[src/rtl/htok_pkg.sv]
package htok_pkg;

  // Parser phase
  typedef enum logic [2:0] {
    PH_METHOD  = 3'd0,
    PH_URL     = 3'd1,
    PH_VERSION = 3'd2,
    PH_HEADERS = 3'd3,
    PH_DONE    = 3'd4,
    PH_ERROR   = 3'd5
  } phase_e;

  // Field tags carried with each character
  typedef enum logic [2:0] {
    TAG_METHOD  = 3'd0,
    TAG_URL     = 3'd1,
    TAG_VERSION = 3'd2,
    TAG_HNAME   = 3'd3,
    TAG_HVALUE  = 3'd4
  } tag_e;

  // Parse status codes
  typedef enum logic [1:0] {
    ST_PARSING = 2'd0,
    ST_DONE    = 2'd1,
    ST_ERROR   = 2'd2
  } status_e;

  localparam int unsigned LenW  = 16;
  localparam int unsigned CharW = 7;

  localparam logic [LenW-1:0] MaxLenReset = 16'd8192;

  // Characters of interest
  localparam logic [7:0] ChSpace  = 8'h20;
  localparam logic [7:0] ChCr     = 8'h0D;
  localparam logic [7:0] ChLf     = 8'h0A;
  localparam logic [7:0] ChColon  = 8'h3A;
  localparam logic [7:0] ChUpperA = 8'h41;
  localparam logic [7:0] ChUpperZ = 8'h5A;
  localparam logic [7:0] CaseBit  = 8'h20;

  // Parser state carried from one byte to the next
  typedef struct packed {
    phase_e          phase;
    logic [LenW-1:0] byte_count;
    logic            line_has_text;
    logic            colon_seen;
  } state_t;

  // One result request
  typedef struct packed {
    logic             char_valid;
    tag_e             field_tag;
    logic [CharW-1:0] out_char;
    logic             field_end;
    status_e          parse_status;
  } result_t;

endpackage

[src/rtl/http_request_head_tokenizer_core.sv]
// HTTP request head tokenizer. Takes one raw byte of a request head per
// request on the slave stream and gives one result request per byte on the
// master stream: the character with its field tag in tuser (0 method, 1 URL,
// 2 version, 3 header name, 4 header value), tlast when the byte closes a
// field or header line, and the parse status (parsing, head complete, error).
// Header lines are lowercased with spaces and carriage returns dropped.
// Completion and error stick until reset. One byte is taken every cycle while
// the result side keeps up; a stalled result holds the input register and so
// stops the input after one more byte. A byte in the input register is parsed
// into the result register once the result side is free, and its result is
// then presented from there. The whole parse step is combinational between
// the two registers, since each byte's step needs the state left by the byte
// before it. The user must write the length limit through
// cfg_we_i/cfg_wdata_i only while idle; the block does not enforce this.
module http_request_head_tokenizer_core (
  input  logic        clk_i,
  input  logic        rst_ni,
  // configuration: max_message_length
  input  logic        cfg_we_i,
  input  logic [15:0] cfg_wdata_i,
  // input bytes
  input  logic        s_axis_tvalid,
  output logic        s_axis_tready,
  input  logic [7:0]  s_axis_tdata,   // [7:0] data_byte
  // results
  output logic        m_axis_tvalid,
  input  logic        m_axis_tready,
  output logic [15:0] m_axis_tdata,   // [0] char_valid, [7:1] out_char,
                                      // [9:8] parse_status, [15:10] zero
  output logic [2:0]  m_axis_tuser,   // [2:0] field_tag
  output logic        m_axis_tlast    // field_end
);
  import htok_pkg::*;

  logic [LenW-1:0] max_len_q;
  state_t          state_q, state_d;
  logic            in_valid_q;
  logic [7:0]      in_byte_q;
  logic            out_valid_q;
  result_t         result_q, result_d;
  logic            out_free;
  logic            step_fire;

  assign out_free      = !out_valid_q || m_axis_tready;
  assign step_fire     = in_valid_q && out_free;
  assign s_axis_tready = !in_valid_q || step_fire;

  // Length limit register
  always_ff @(posedge clk_i or negedge rst_ni) begin
    if (!rst_ni) begin
      max_len_q <= MaxLenReset;
    end else if (cfg_we_i) begin
      max_len_q <= cfg_wdata_i;
    end
  end

  // Input register
  always_ff @(posedge clk_i or negedge rst_ni) begin
    if (!rst_ni) begin
      in_valid_q <= 1'b0;
    end else if (s_axis_tready) begin
      in_valid_q <= s_axis_tvalid;
    end
  end

  always_ff @(posedge clk_i) begin
    if (s_axis_tready && s_axis_tvalid) begin
      in_byte_q <= s_axis_tdata;
    end
  end

  htok_step u_step (
    .state_i     (state_q),
    .data_byte_i (in_byte_q),
    .max_len_i   (max_len_q),
    .state_o     (state_d),
    .result_o    (result_d)
  );

  // Parser state
  always_ff @(posedge clk_i or negedge rst_ni) begin
    if (!rst_ni) begin
      state_q <= '{phase: PH_METHOD, byte_count: '0, line_has_text: 1'b0,
                   colon_seen: 1'b0};
    end else if (step_fire) begin
      state_q <= state_d;
    end
  end

  // Result register
  always_ff @(posedge clk_i or negedge rst_ni) begin
    if (!rst_ni) begin
      out_valid_q <= 1'b0;
    end else if (out_free) begin
      out_valid_q <= in_valid_q;
    end
  end

  always_ff @(posedge clk_i) begin
    if (step_fire) begin
      result_q <= result_d;
    end
  end

  assign m_axis_tvalid = out_valid_q;
  assign m_axis_tdata  = {6'd0, result_q.parse_status, result_q.out_char,
                          result_q.char_valid};
  assign m_axis_tuser  = result_q.field_tag;
  assign m_axis_tlast  = result_q.field_end;

endmodule

[src/rtl/htok_step.sv]
module htok_step (
  input  htok_pkg::state_t         state_i,
  input  logic [7:0]               data_byte_i,
  input  logic [htok_pkg::LenW-1:0] max_len_i,
  output htok_pkg::state_t         state_o,
  output htok_pkg::result_t        result_o
);
  import htok_pkg::*;

  logic [LenW:0] count_inc;
  logic          over_limit;
  logic [7:0]    lower_c;
  tag_e          hdr_tag;

  assign count_inc  = {1'b0, state_i.byte_count} + {{LenW{1'b0}}, 1'b1};
  assign over_limit = count_inc > {1'b0, max_len_i};
  assign hdr_tag    = state_i.colon_seen ? TAG_HVALUE : TAG_HNAME;

  // Lowercase for header lines
  always_comb begin
    lower_c = data_byte_i;
    if (data_byte_i inside {[ChUpperA:ChUpperZ]}) begin
      lower_c = data_byte_i | CaseBit;
    end
  end

  // One parse step
  always_comb begin
    state_o  = state_i;
    result_o = '{char_valid: 1'b0, field_tag: TAG_METHOD, out_char: '0,
                 field_end: 1'b0, parse_status: ST_PARSING};

    case (state_i.phase)
      PH_DONE: begin
        result_o.parse_status = ST_DONE;
      end
      PH_METHOD, PH_URL, PH_VERSION, PH_HEADERS: begin
        if (data_byte_i[7] || over_limit) begin
          state_o.phase         = PH_ERROR;
          result_o.parse_status = ST_ERROR;
        end else begin
          state_o.byte_count = count_inc[LenW-1:0];
          case (state_i.phase)
            PH_METHOD, PH_URL: begin
              result_o.field_tag = (state_i.phase == PH_METHOD) ? TAG_METHOD : TAG_URL;
              if (data_byte_i == ChSpace) begin
                state_o.phase      = (state_i.phase == PH_METHOD) ? PH_URL : PH_VERSION;
                result_o.field_end = 1'b1;
              end else begin
                result_o.char_valid = 1'b1;
                result_o.out_char   = data_byte_i[CharW-1:0];
              end
            end
            PH_VERSION: begin
              result_o.field_tag = TAG_VERSION;
              if (data_byte_i == ChCr) begin
                // dropped
              end else if (data_byte_i == ChLf) begin
                state_o.phase         = PH_HEADERS;
                state_o.line_has_text = 1'b0;
                state_o.colon_seen    = 1'b0;
                result_o.field_end    = 1'b1;
              end else if (data_byte_i == ChSpace) begin
                state_o.phase         = PH_ERROR;
                result_o.field_tag    = TAG_METHOD;
                result_o.parse_status = ST_ERROR;
              end else begin
                result_o.char_valid = 1'b1;
                result_o.out_char   = data_byte_i[CharW-1:0];
              end
            end
            default: begin
              // header lines
              result_o.field_tag = hdr_tag;
              if (data_byte_i == ChCr || data_byte_i == ChSpace) begin
                // dropped
              end else if (data_byte_i == ChLf) begin
                if (!state_i.line_has_text) begin
                  state_o.phase         = PH_DONE;
                  result_o.field_tag    = TAG_HNAME;
                  result_o.parse_status = ST_DONE;
                end else if (!state_i.colon_seen) begin
                  state_o.phase         = PH_ERROR;
                  result_o.field_tag    = TAG_METHOD;
                  result_o.parse_status = ST_ERROR;
                end else begin
                  state_o.line_has_text = 1'b0;
                  state_o.colon_seen    = 1'b0;
                  result_o.field_tag    = TAG_HVALUE;
                  result_o.field_end    = 1'b1;
                end
              end else begin
                state_o.line_has_text = 1'b1;
                if (data_byte_i == ChColon && !state_i.colon_seen) begin
                  state_o.colon_seen = 1'b1;
                  result_o.field_tag = TAG_HNAME;
                  result_o.field_end = 1'b1;
                end else begin
                  result_o.char_valid = 1'b1;
                  result_o.out_char   = lower_c[CharW-1:0];
                end
              end
            end
          endcase
        end
      end
      default: begin
        // error phase, and unused codes fold into it
        state_o.phase         = PH_ERROR;
        result_o.parse_status = ST_ERROR;
      end
    endcase
  end

endmodule
[config.mk]
export PLATFORM = sky130hd
export DESIGN_NAME = http_request_head_tokenizer_core
export DESIGN_NICKNAME = d
export VERILOG_FILES = /design/src/rtl/htok_pkg.sv /design/src/rtl/http_request_head_tokenizer_core.sv /design/src/rtl/htok_step.sv
export SDC_FILE = /design/constraint.sdc
export NUM_CORES = 1
export LEC_CHECK = 0
export BUFFER_PORTS_ARGS = -buffer_cell sky130_fd_sc_hd__buf_2
export CAP_MARGIN = 5
export CORE_UTILIZATION = 35
export CTS_BUF_LIST = sky130_fd_sc_hd__clkbuf_8
export CTS_CLUSTER_SIZE = 30
export DETAILED_ROUTE_END_ITERATION = 7
export PLACE_DENSITY = 0.59
export SYNTH_ARGS = -nofsm -noshare
export SYNTH_HDL_FRONTEND = slang
export SYNTH_SLANG_ARGS = --single-unit
[constraint.sdc]
create_clock -name clk_i -period 4.8 [get_ports clk_i]
set_input_delay 0 -clock clk_i [delete_from_list [all_inputs] [get_ports clk_i]]
set_output_delay 0 -clock clk_i [all_outputs]
set_load 0.005 [all_outputs]
==> results.tsv, run 1 <==
stage	metric	value	unit
power_and_ir_drop	pwr dens	313	mW/mm2
place	IO buf count	44	
die	starting density of the core	0.363	
global_route	initial antenna violation count	0	
flow_run	maxcap violations	0	
clocking	buffer depth of the longest clock path	2	
critical_path	flop-to-flop setup slack	0.96	ns
power_and_ir_drop	sw power	333	uW
power_and_ir_drop	switching share of total power	0.254	
place	GP Congestion	0.881	
synth	Post-synth EDFFs	22	
die	Std-Cell Rows	35	
clocking	clock latency at the later pin of the worst-skew pair	0.35	ns
clocking	# resized after CTS	0	
cells_and_area	fillers	896	
power_and_ir_drop	Leak	1.89	nW
critical_path	CP Data Required Time	4.90	ns
synth	asr flop ratio synth	0.639	
critical_path	delay of the slowest critical-path stage	0.56	ns
detailed_routing	via count	2666	
die	Chip Height	100	um
hold_path	Hold Startpoint	cfg_we_i	
detailed_routing	post-DR wirelength/cell	13.0	um
power_and_ir_drop	Gate power share	0.140	
cells_and_area	fin nets	459	
cells_and_area	# diodes	0	
critical_path	crit path kind	reg -> reg	
sta	final worst-path cycle share	0.801	
critical_path	Reg-to-Reg End	m_axis_tdata[9]	
critical_path	critical path startpoint category	flip-flop	
clocking	CTS Buf Count	9	
sta	worst rel slew slack	0.418	
cells_and_area	Layout area overhead	23.8	%
sta	RSZ-0062 raised after global routing	no	
cells_and_area	layout cells sized above 1	0.158	
detailed_routing	Routed WL	7.11	mm
die	die area	0.0101	mm2
sta	count of pins over their slew limit	0	
clocking	root buf cell	clkbuf_8	
sta	worst-margin pin slew	0.873	ns
synth	Primary FF master, synth	dfrtp_1	
critical_path	critical path, cell by cell	nand3_1, nor4_1, and3_1, and3_1, xor2_1, ha_1, nand3_1, nor4_1, nand4_1, o21ai_1, nand3b_1, a211o_1	
place	dpl cell area	0.00370	mm2
hold_path	endpoint of the worst hold path	max_len_q[8]	
global_route	global route total overflow	0	
synth	Syn Std Cell Area	0.00339	mm2
synth	yosys warns	0	
critical_path	reg-to-reg startpoint	state_q[4]	
power_and_ir_drop	clock share of power	0.385	
critical_path	Slowest-stage cell, CP	nor4_1	
synth	share of the synthesized area in the top cell type	0.281	
synth	most area-hungry cell type in the Yosys netlist	dfrtp_1	
die	core area	0.00933	mm2
die	num ports	51	
critical_path	R2R cell count	12	
hold_path	WHS Path Cells	3	
synth	Avg Cell Area, Syn	9.93	um2
sta	min Tclk post-route	3.84	ns
hold_path	Tightest Hold Check Type	in -> reg	
detailed_routing	Via-to-Cell Ratio	4.87	
power_and_ir_drop	Internal	978	uW
outcome	status	finished clean	
detailed_routing	Post-route DRC	0	
sta	setup tns final	0	ns
place	Detail Placement HPWL	4.80	mm
clocking	Worst-path clk slew	0.07	ns
sta	Clock Skews	0.00842	ns
synth	Mapped Cells	341	
clocking	total number of H-tree levels	3	
detailed_routing	First-pass DRT Iterations	4	
die	Die X	100	um
global_route	global-route usage over all layers	0.155	
sta	Fin. Hold Viols	0	
critical_path	CP Capture Type	flip-flop	
clocking	CTS tree	built	
power_and_ir_drop	VDD IR max	130	uV
synth	register area share after synthesis	0.484	
detailed_routing	Final ANT Viol Nets	0	
clocking	number of clock sinks	61	
cells_and_area	cell area after layout	0.00419	mm2
synth	FF+latch count, synth	61	
power_and_ir_drop	Flop pwr share	0.476	
sta	Setup Viol. Count Final	0	
sta	fmax	260	MHz
critical_path	Worst EP arrival	3.95	ns
global_route	global-route wire length before repair	12.0	mm
detailed_routing	1st-iter DRT viols	115	
global_route	largest net degree at the start of global routing	40	
critical_path	critical path peak fanout	11	
global_route	vias in the first global route	2549	
synth	Netlist cell types	53	
synth	synth top area cells	dfrtp_1, edfxtp_1, ha_1	
==> cells in the mapped netlist (all sizes together), types with 3 or more instances <==
master   n
dfrtp   38
nand2   34
a21o     3
and3     5
nor2    19
xor2     6
ha      17
o21ai   25
nor4     7
a21oi   16
o22ai    3
nand4    4
nand3b   7
buf     10
edfxtp  22
nand2b   3
clkbuf   7
nor3     6
and2     6
xnor2   23
nand3   21
inv     27
==> kinds of logic after synthesis <==
family	share of synthesized area
other	0.00111
buffers and inverters	0.0587
flip-flops	0.484
AND/OR/NAND/NOR	0.195
AO/OA/AOI/OAI	0.117
adder cells (fa/ha/maj)	0.0628
multiplexers	0.00665
XOR/XNOR	0.0750
==> power groups by stage <==
stage / Sequential [mW] / Clock [mW] / Combinational [mW]
floorplan: 0.620 / 0 / 0.119
global placement: 0.632 / 0 / 0.166
detailed placement: 0.634 / 0 / 0.166
CTS: 0.623 / 0.517 / 0.186
global route: 0.629 / 0.537 / 0.213
finish: 0.624 / 0.504 / 0.183
==> metal layers <==
layer	share of wire	global-route usage	vias to the layer above
met2	0.46	0.236	55
met1	0.48	0.210	1260
met4	0.021	0.0736	0
met3	0.037	0.0362	10
li1	-	-	1341
met5	0	0	-
==> cell usage in the layout, fill, tap and decap left out, types with 7 or more instances in the layout <==
cell type and n:
buf_2 44, nand3_1 21, ha_1 17, dfrtp_1 38
xnor2_1 23, inv_1 28, o21ai_0 24, edfxtp_1 22
nand2_1 33, a21oi_1 16, clkbuf_8 10, dlygate4sd3_1 28
nor2_1 19, nand3b_1 7
==> cell type report <==
cell class	count	area [um2]	share of cell area
Sequential cell	61	1640	0.391
Clock buffer	10	138	0.0328
Clock inverter	6	77.6	0.0185
Inverter	27	101	0.0242
Tap cell	129	161	0.0385
Multi-Input combinational cell	241	1570	0.374
Timing Repair Buffer	73	508	0.121
==> flip-flops by register name, summed over array words and instances, names as in the netlist <==
register,count
in_byte_q,8
in_valid_q,1
m_axis_tdata,10
m_axis_tlast,1
m_axis_tuser,3
m_axis_tvalid,1
max_len_q,16
state_q,21
==> worst max-delay path, delay by kind of cell (launching register included) <==
family          cells  cell delay (ns)
flops               1             0.41
simple gates        8             2.29
compound gates      2             0.54
xor+xnor            1             0.07
fa+ha+maj           1             0.29
==> through the flow <==
stage	util	total power [mW]	hold WS [ns]	setup WS, ns	instances
finish	0.449	1.31	0.113	0.956	547
global route	0.449	1.38	0.153	0.604	547
CTS	0.449	1.33	0.107	0.940	547
detailed placement	0.396	0.800	0.180	0.949	503
global placement	0.396	0.798	0.170	1.15	503
floorplan	-	0.739	-0.296	1.55	346
==> worst max-delay path by stage <==
stage | depth (start not counted) | end | startpoint
after floorplan | 14 | state_q[11] | state_q[4]
after global placement | 12 | m_axis_tdata[9] | state_q[4]
after detailed placement | 12 | m_axis_tdata[9] | state_q[4]
after CTS | 12 | m_axis_tdata[9] | state_q[2]
after global routing | 12 | m_axis_tdata[9] | state_q[4]
final | 12 | m_axis_tdata[9] | state_q[4]
==> what timing repair did <==
item	CTS	global route
endpoints found under the hold margin	64	0
buffers inserted	0	0
hold buffers	28	0
(Power assumes the default switching activity.)
==> run 2: changes to the inputs <==
--- a/config.mk
+++ b/config.mk
@@ -5,6 +5,7 @@
 export SDC_FILE = /design/constraint.sdc
 export NUM_CORES = 1
 export LEC_CHECK = 0
+export ABC_AREA = 1
 export BUFFER_PORTS_ARGS = -buffer_cell sky130_fd_sc_hd__buf_2
 export CAP_MARGIN = 5
 export CORE_UTILIZATION = 35
==> constraint.sdc (replaced) <==
create_clock -name clk_i -period 4 [get_ports clk_i]
set_input_delay 0 -clock clk_i [delete_from_list [all_inputs] [get_ports clk_i]]
set_output_delay 0 -clock clk_i [all_outputs]
set_load 0.005 [all_outputs]
==> results.tsv, run 2 <==
stage	metric	value	unit	change
outcome	status	finished clean		
cells_and_area	Reg area	0.00164	mm2	unchanged
detailed_routing	First-pass DRT Iterations	4		unchanged
detailed_routing	Final ANT Viol Nets	0		unchanged
global_route	initial antenna violation count	0		unchanged
synth	asr flop ratio synth	0.639		unchanged
cells_and_area	fillers	948		+5.8%
sta	Clock Skews	0.00955	ns	+0.00113 ns
global_route	largest net degree at the start of global routing	40		unchanged
place	Detail Placement HPWL	5.31	mm	+11%
cells_and_area	commonest non-fill, non-tap cell in the layout	nand2_1		
critical_path	critical path startpoint category	flip-flop		
global_route	global-route wire length before repair	12.7	mm	+5.9%
detailed_routing	1st-iter DRT viols	203		+77%
sta	Setup Viol. Count Final	0		unchanged
cells_and_area	highest-count cells in the layout ignoring fill and taps	nand2_1, inv_1, buf_2		
die	starting density of the core	0.369		+0.00592
cells_and_area	layout cells sized above 1	0.154		-0.00389
power_and_ir_drop	VDD IR max	175	uV	+34%
sta	worst rel slew slack	0.436		+0.0179
critical_path	flop-to-flop setup slack	0.60	ns	-0.36 ns
detailed_routing	Post-route DRC	0		unchanged
critical_path	crit path kind	reg -> reg		
critical_path	CP Capture Type	flip-flop		
cells_and_area	cell area after layout	0.00420	mm2	+0.15%
clocking	total number of H-tree levels	3		unchanged
cells_and_area	Reg with most FFs	state_q		
global_route	global-route usage over all layers	0.160		+0.00407
die	die area	0.0103	mm2	+2.5%
synth	Post-synth top cells	nand2_1, inv_1, dfrtp_1		
clocking	CTS tree	built		
critical_path	CP Data Required Time	4.23	ns	-0.67 ns
synth	Netlist cell types	40		-25%
synth	Post-synth EDFFs	22		unchanged
clocking	clock latency at the later pin of the worst-skew pair	0.34	ns	about the same
synth	most area-hungry cell type in the Yosys netlist	dfrtp_1		
sta	fmax	294	MHz	+13%
synth	synth top area cells	dfrtp_1, edfxtp_1, nand2_1		
global_route	global route total overflow	0		unchanged
synth	share of the synthesized area in the top cell type	0.274		-0.00708
synth	count leader, synth	nand2_1		
clocking	buffer depth of the longest clock path	2		unchanged
die	Std-Cell Rows	35		unchanged
critical_path	cell mode on critical path	nand2_1		
critical_path	CP top delay family	simple AND/OR/NAND/NOR gates		
detailed_routing	Post-Route M1 WL	3.46	mm	+1.2%
critical_path	reg-to-reg startpoint	state_q[2]		
synth	FF+latch count, synth	61		unchanged
clocking	root buf cell	clkbuf_8		
critical_path	delay of the slowest critical-path stage	0.45	ns	-0.11 ns
detailed_routing	post-DR wirelength/cell	11.7	um	-10%
clocking	number of clock sinks	61		unchanged
place	GP Congestion	0.886		+0.61%
synth	yosys warns	0		unchanged
power_and_ir_drop	Leak	2.07	nW	+9.3%
synth	Syn Std Cell Area	0.00347	mm2	+2.6%
detailed_routing	Routed WL	7.18	mm	+1.1%
synth	Avg Cell Area, Syn	8.52	um2	-14%
hold_path	Hold Startpoint	cfg_we_i		
power_and_ir_drop	Pwr Total	1.30	mW	-0.68%
sta	Min Hold Slack	0.107	ns	-0.00612 ns
die	Chip Height	102	um	+1.3%
sta	count of pins over their slew limit	0		unchanged
critical_path	critical path peak fanout	22		+11
cells_and_area	max reg flops	21		unchanged
sta	Fin. Hold Viols	0		unchanged
synth	Primary FF master, synth	dfrtp_1		
power_and_ir_drop	pwr dens	310	mW/mm2	-0.83%
critical_path	Slowest-stage cell, CP	nor2_4		
flow_run	maxcap violations	0		unchanged
clocking	Worst-path clk slew	0.06	ns	about the same
cells_and_area	Layout area overhead	20.8	%	
detailed_routing	Via-to-Cell Ratio	4.61		-5.4%
cells_and_area	multi-input logic area	0.00152	mm2	-3.3%
sta	min Tclk post-route	3.40	ns	-0.439 ns
sta	setup tns final	0	ns	unchanged
detailed_routing	routed length on met2	3.33	mm	+1.4%
critical_path	buffers and inverters on the worst path	0		unchanged
detailed_routing	top sig layer	met4		
synth	Mapped Cells	408		+20%
synth	register area share after synthesis	0.471		-0.0122
critical_path	critical path, cell by cell	nand3_1, nor2_1, nand4_1, nor2_1, nand2_1, nor2_1, xor2_1, ha_1, nand2_1, nor2_1, nand2_1, nand2_1, nor2_1, nand2_1, nand2_4, nand3_4, nor2_4, nand3_1, nand2_1, nand2_1		
global_route	vias in the first global route	2757		+8.2%
clocking	# resized after CTS	0		unchanged
place	IO buf count	44		unchanged
sta	RSZ-0062 raised after global routing	no		
detailed_routing	WL met3	294	um	+13%
die	Die X	102	um	+1.3%
critical_path	Setup crit start	state_q[2]		
hold_path	Tightest Hold Check Type	in -> reg		
detailed_routing	via count	2841		+6.6%
place	dpl cell area	0.00377	mm2	+2.0%
die	num ports	51		unchanged
cells_and_area	fin nets	529		+15%
critical_path	Worst EP arrival	3.64	ns	-0.31 ns
cells_and_area	# diodes	0		unchanged
sta	worst-margin pin slew	0.846	ns	-0.0268 ns
sta	final worst-path cycle share	0.851		+0.0504
die	core area	0.00942	mm2	+0.94%
clocking	CTS Buf Count	9		unchanged
run 2: changes by cell type after synthesis, sizes merged, moves of 6 or more:
| cell | before | now |
|---|---|---|
| nor2 | 19 | 32 |
| xnor2 | 23 | 1 |
| and2 | 6 | 0 |
| xor2 | 6 | 13 |
| nand3b | 7 | 0 |
| nand2 | 34 | 108 |
| inv | 27 | 62 |
| nand4 | 4 | 14 |
run 2: power breakdown:
part	switching [mW]	internal [mW]
Combinational	0.0955	0.0687
Clock	0.223	0.209
Sequential	0.0138	0.692
run 2: final timing paths:
check | to | depth (start not counted)
max in group asynchronous | max_len_q[11] | 2
worst max register to register | state_q[1] | 20
worst max-delay path | state_q[1] | 20
worst min register to register | max_len_q[13] | 2
min in group asynchronous | m_axis_tvalid | 2
worst min-delay path | max_len_q[13] | 3
run 2: cells by family after synthesis:
| logic type | share of synthesized area |
|---|---|
| AND/OR/NAND/NOR | 0.252 |
| buffers and inverters | 0.0976 |
| flip-flops | 0.471 |
| AO/OA/AOI/OAI | 0.0781 |
| adder cells (fa/ha/maj) | 0.0612 |
| XOR/XNOR | 0.0353 |
| other | 0.00108 |
| multiplexers | 0.00324 |
run 2: routing by layer:
metal | vias up | GRT usage
met4 | 0 | 0.0569
li1 | 1463 | -
met5 | - | 0
met2 | 53 | 0.251
met3 | 9 | 0.0366
met1 | 1316 | 0.215
run 2: metrics by stage:
| stage | util | std cells | worst slack, ns |
|---|---|---|---|
| after global placement | 0.401 | 573 | 0.774 |
| after floorplan | - | 413 | 1.29 |
| after global routing | 0.446 | 616 | 0.181 |
| final | 0.446 | 616 | 0.595 |
| after CTS | 0.446 | 616 | 0.622 |
| after detailed placement | 0.401 | 573 | 0.640 |
run 2: cell type report:
cell class	instances	share of cell area
Timing Repair Buffer	72	0.119
Multi-Input combinational cell	277	0.361
Inverter	62	0.0560
Clock inverter	6	0.00566
Tap cell	129	0.0384
Sequential cell	61	0.390
Clock buffer	9	0.0295
run 2: worst reg2reg max path, cell delays in order (launching register included):
cell	delay, ns
dfrtp_1	0.40
nand3_1	0.13
nor2_1	0.17
nand4_1	0.14
nor2_1	0.29
nand2_1	0.12
nor2_1	0.13
xor2_1	0.22
ha_1	0.27
nand2_1	0.12
nor2_1	0.06
nand2_1	0.06
nand2_1	0.05
nor2_1	0.08
nand2_1	0.09
nand2_4	0.11
nand3_4	0.17
nor2_4	0.45
nand3_1	0.13
nand2_1	0.08
nand2_1	0.05
run 2: repair_timing:
item / CTS / global route
hold endpoints to repair: 64 / 0
buffers inserted: 0 / 0
hold buffers: 28 / 0
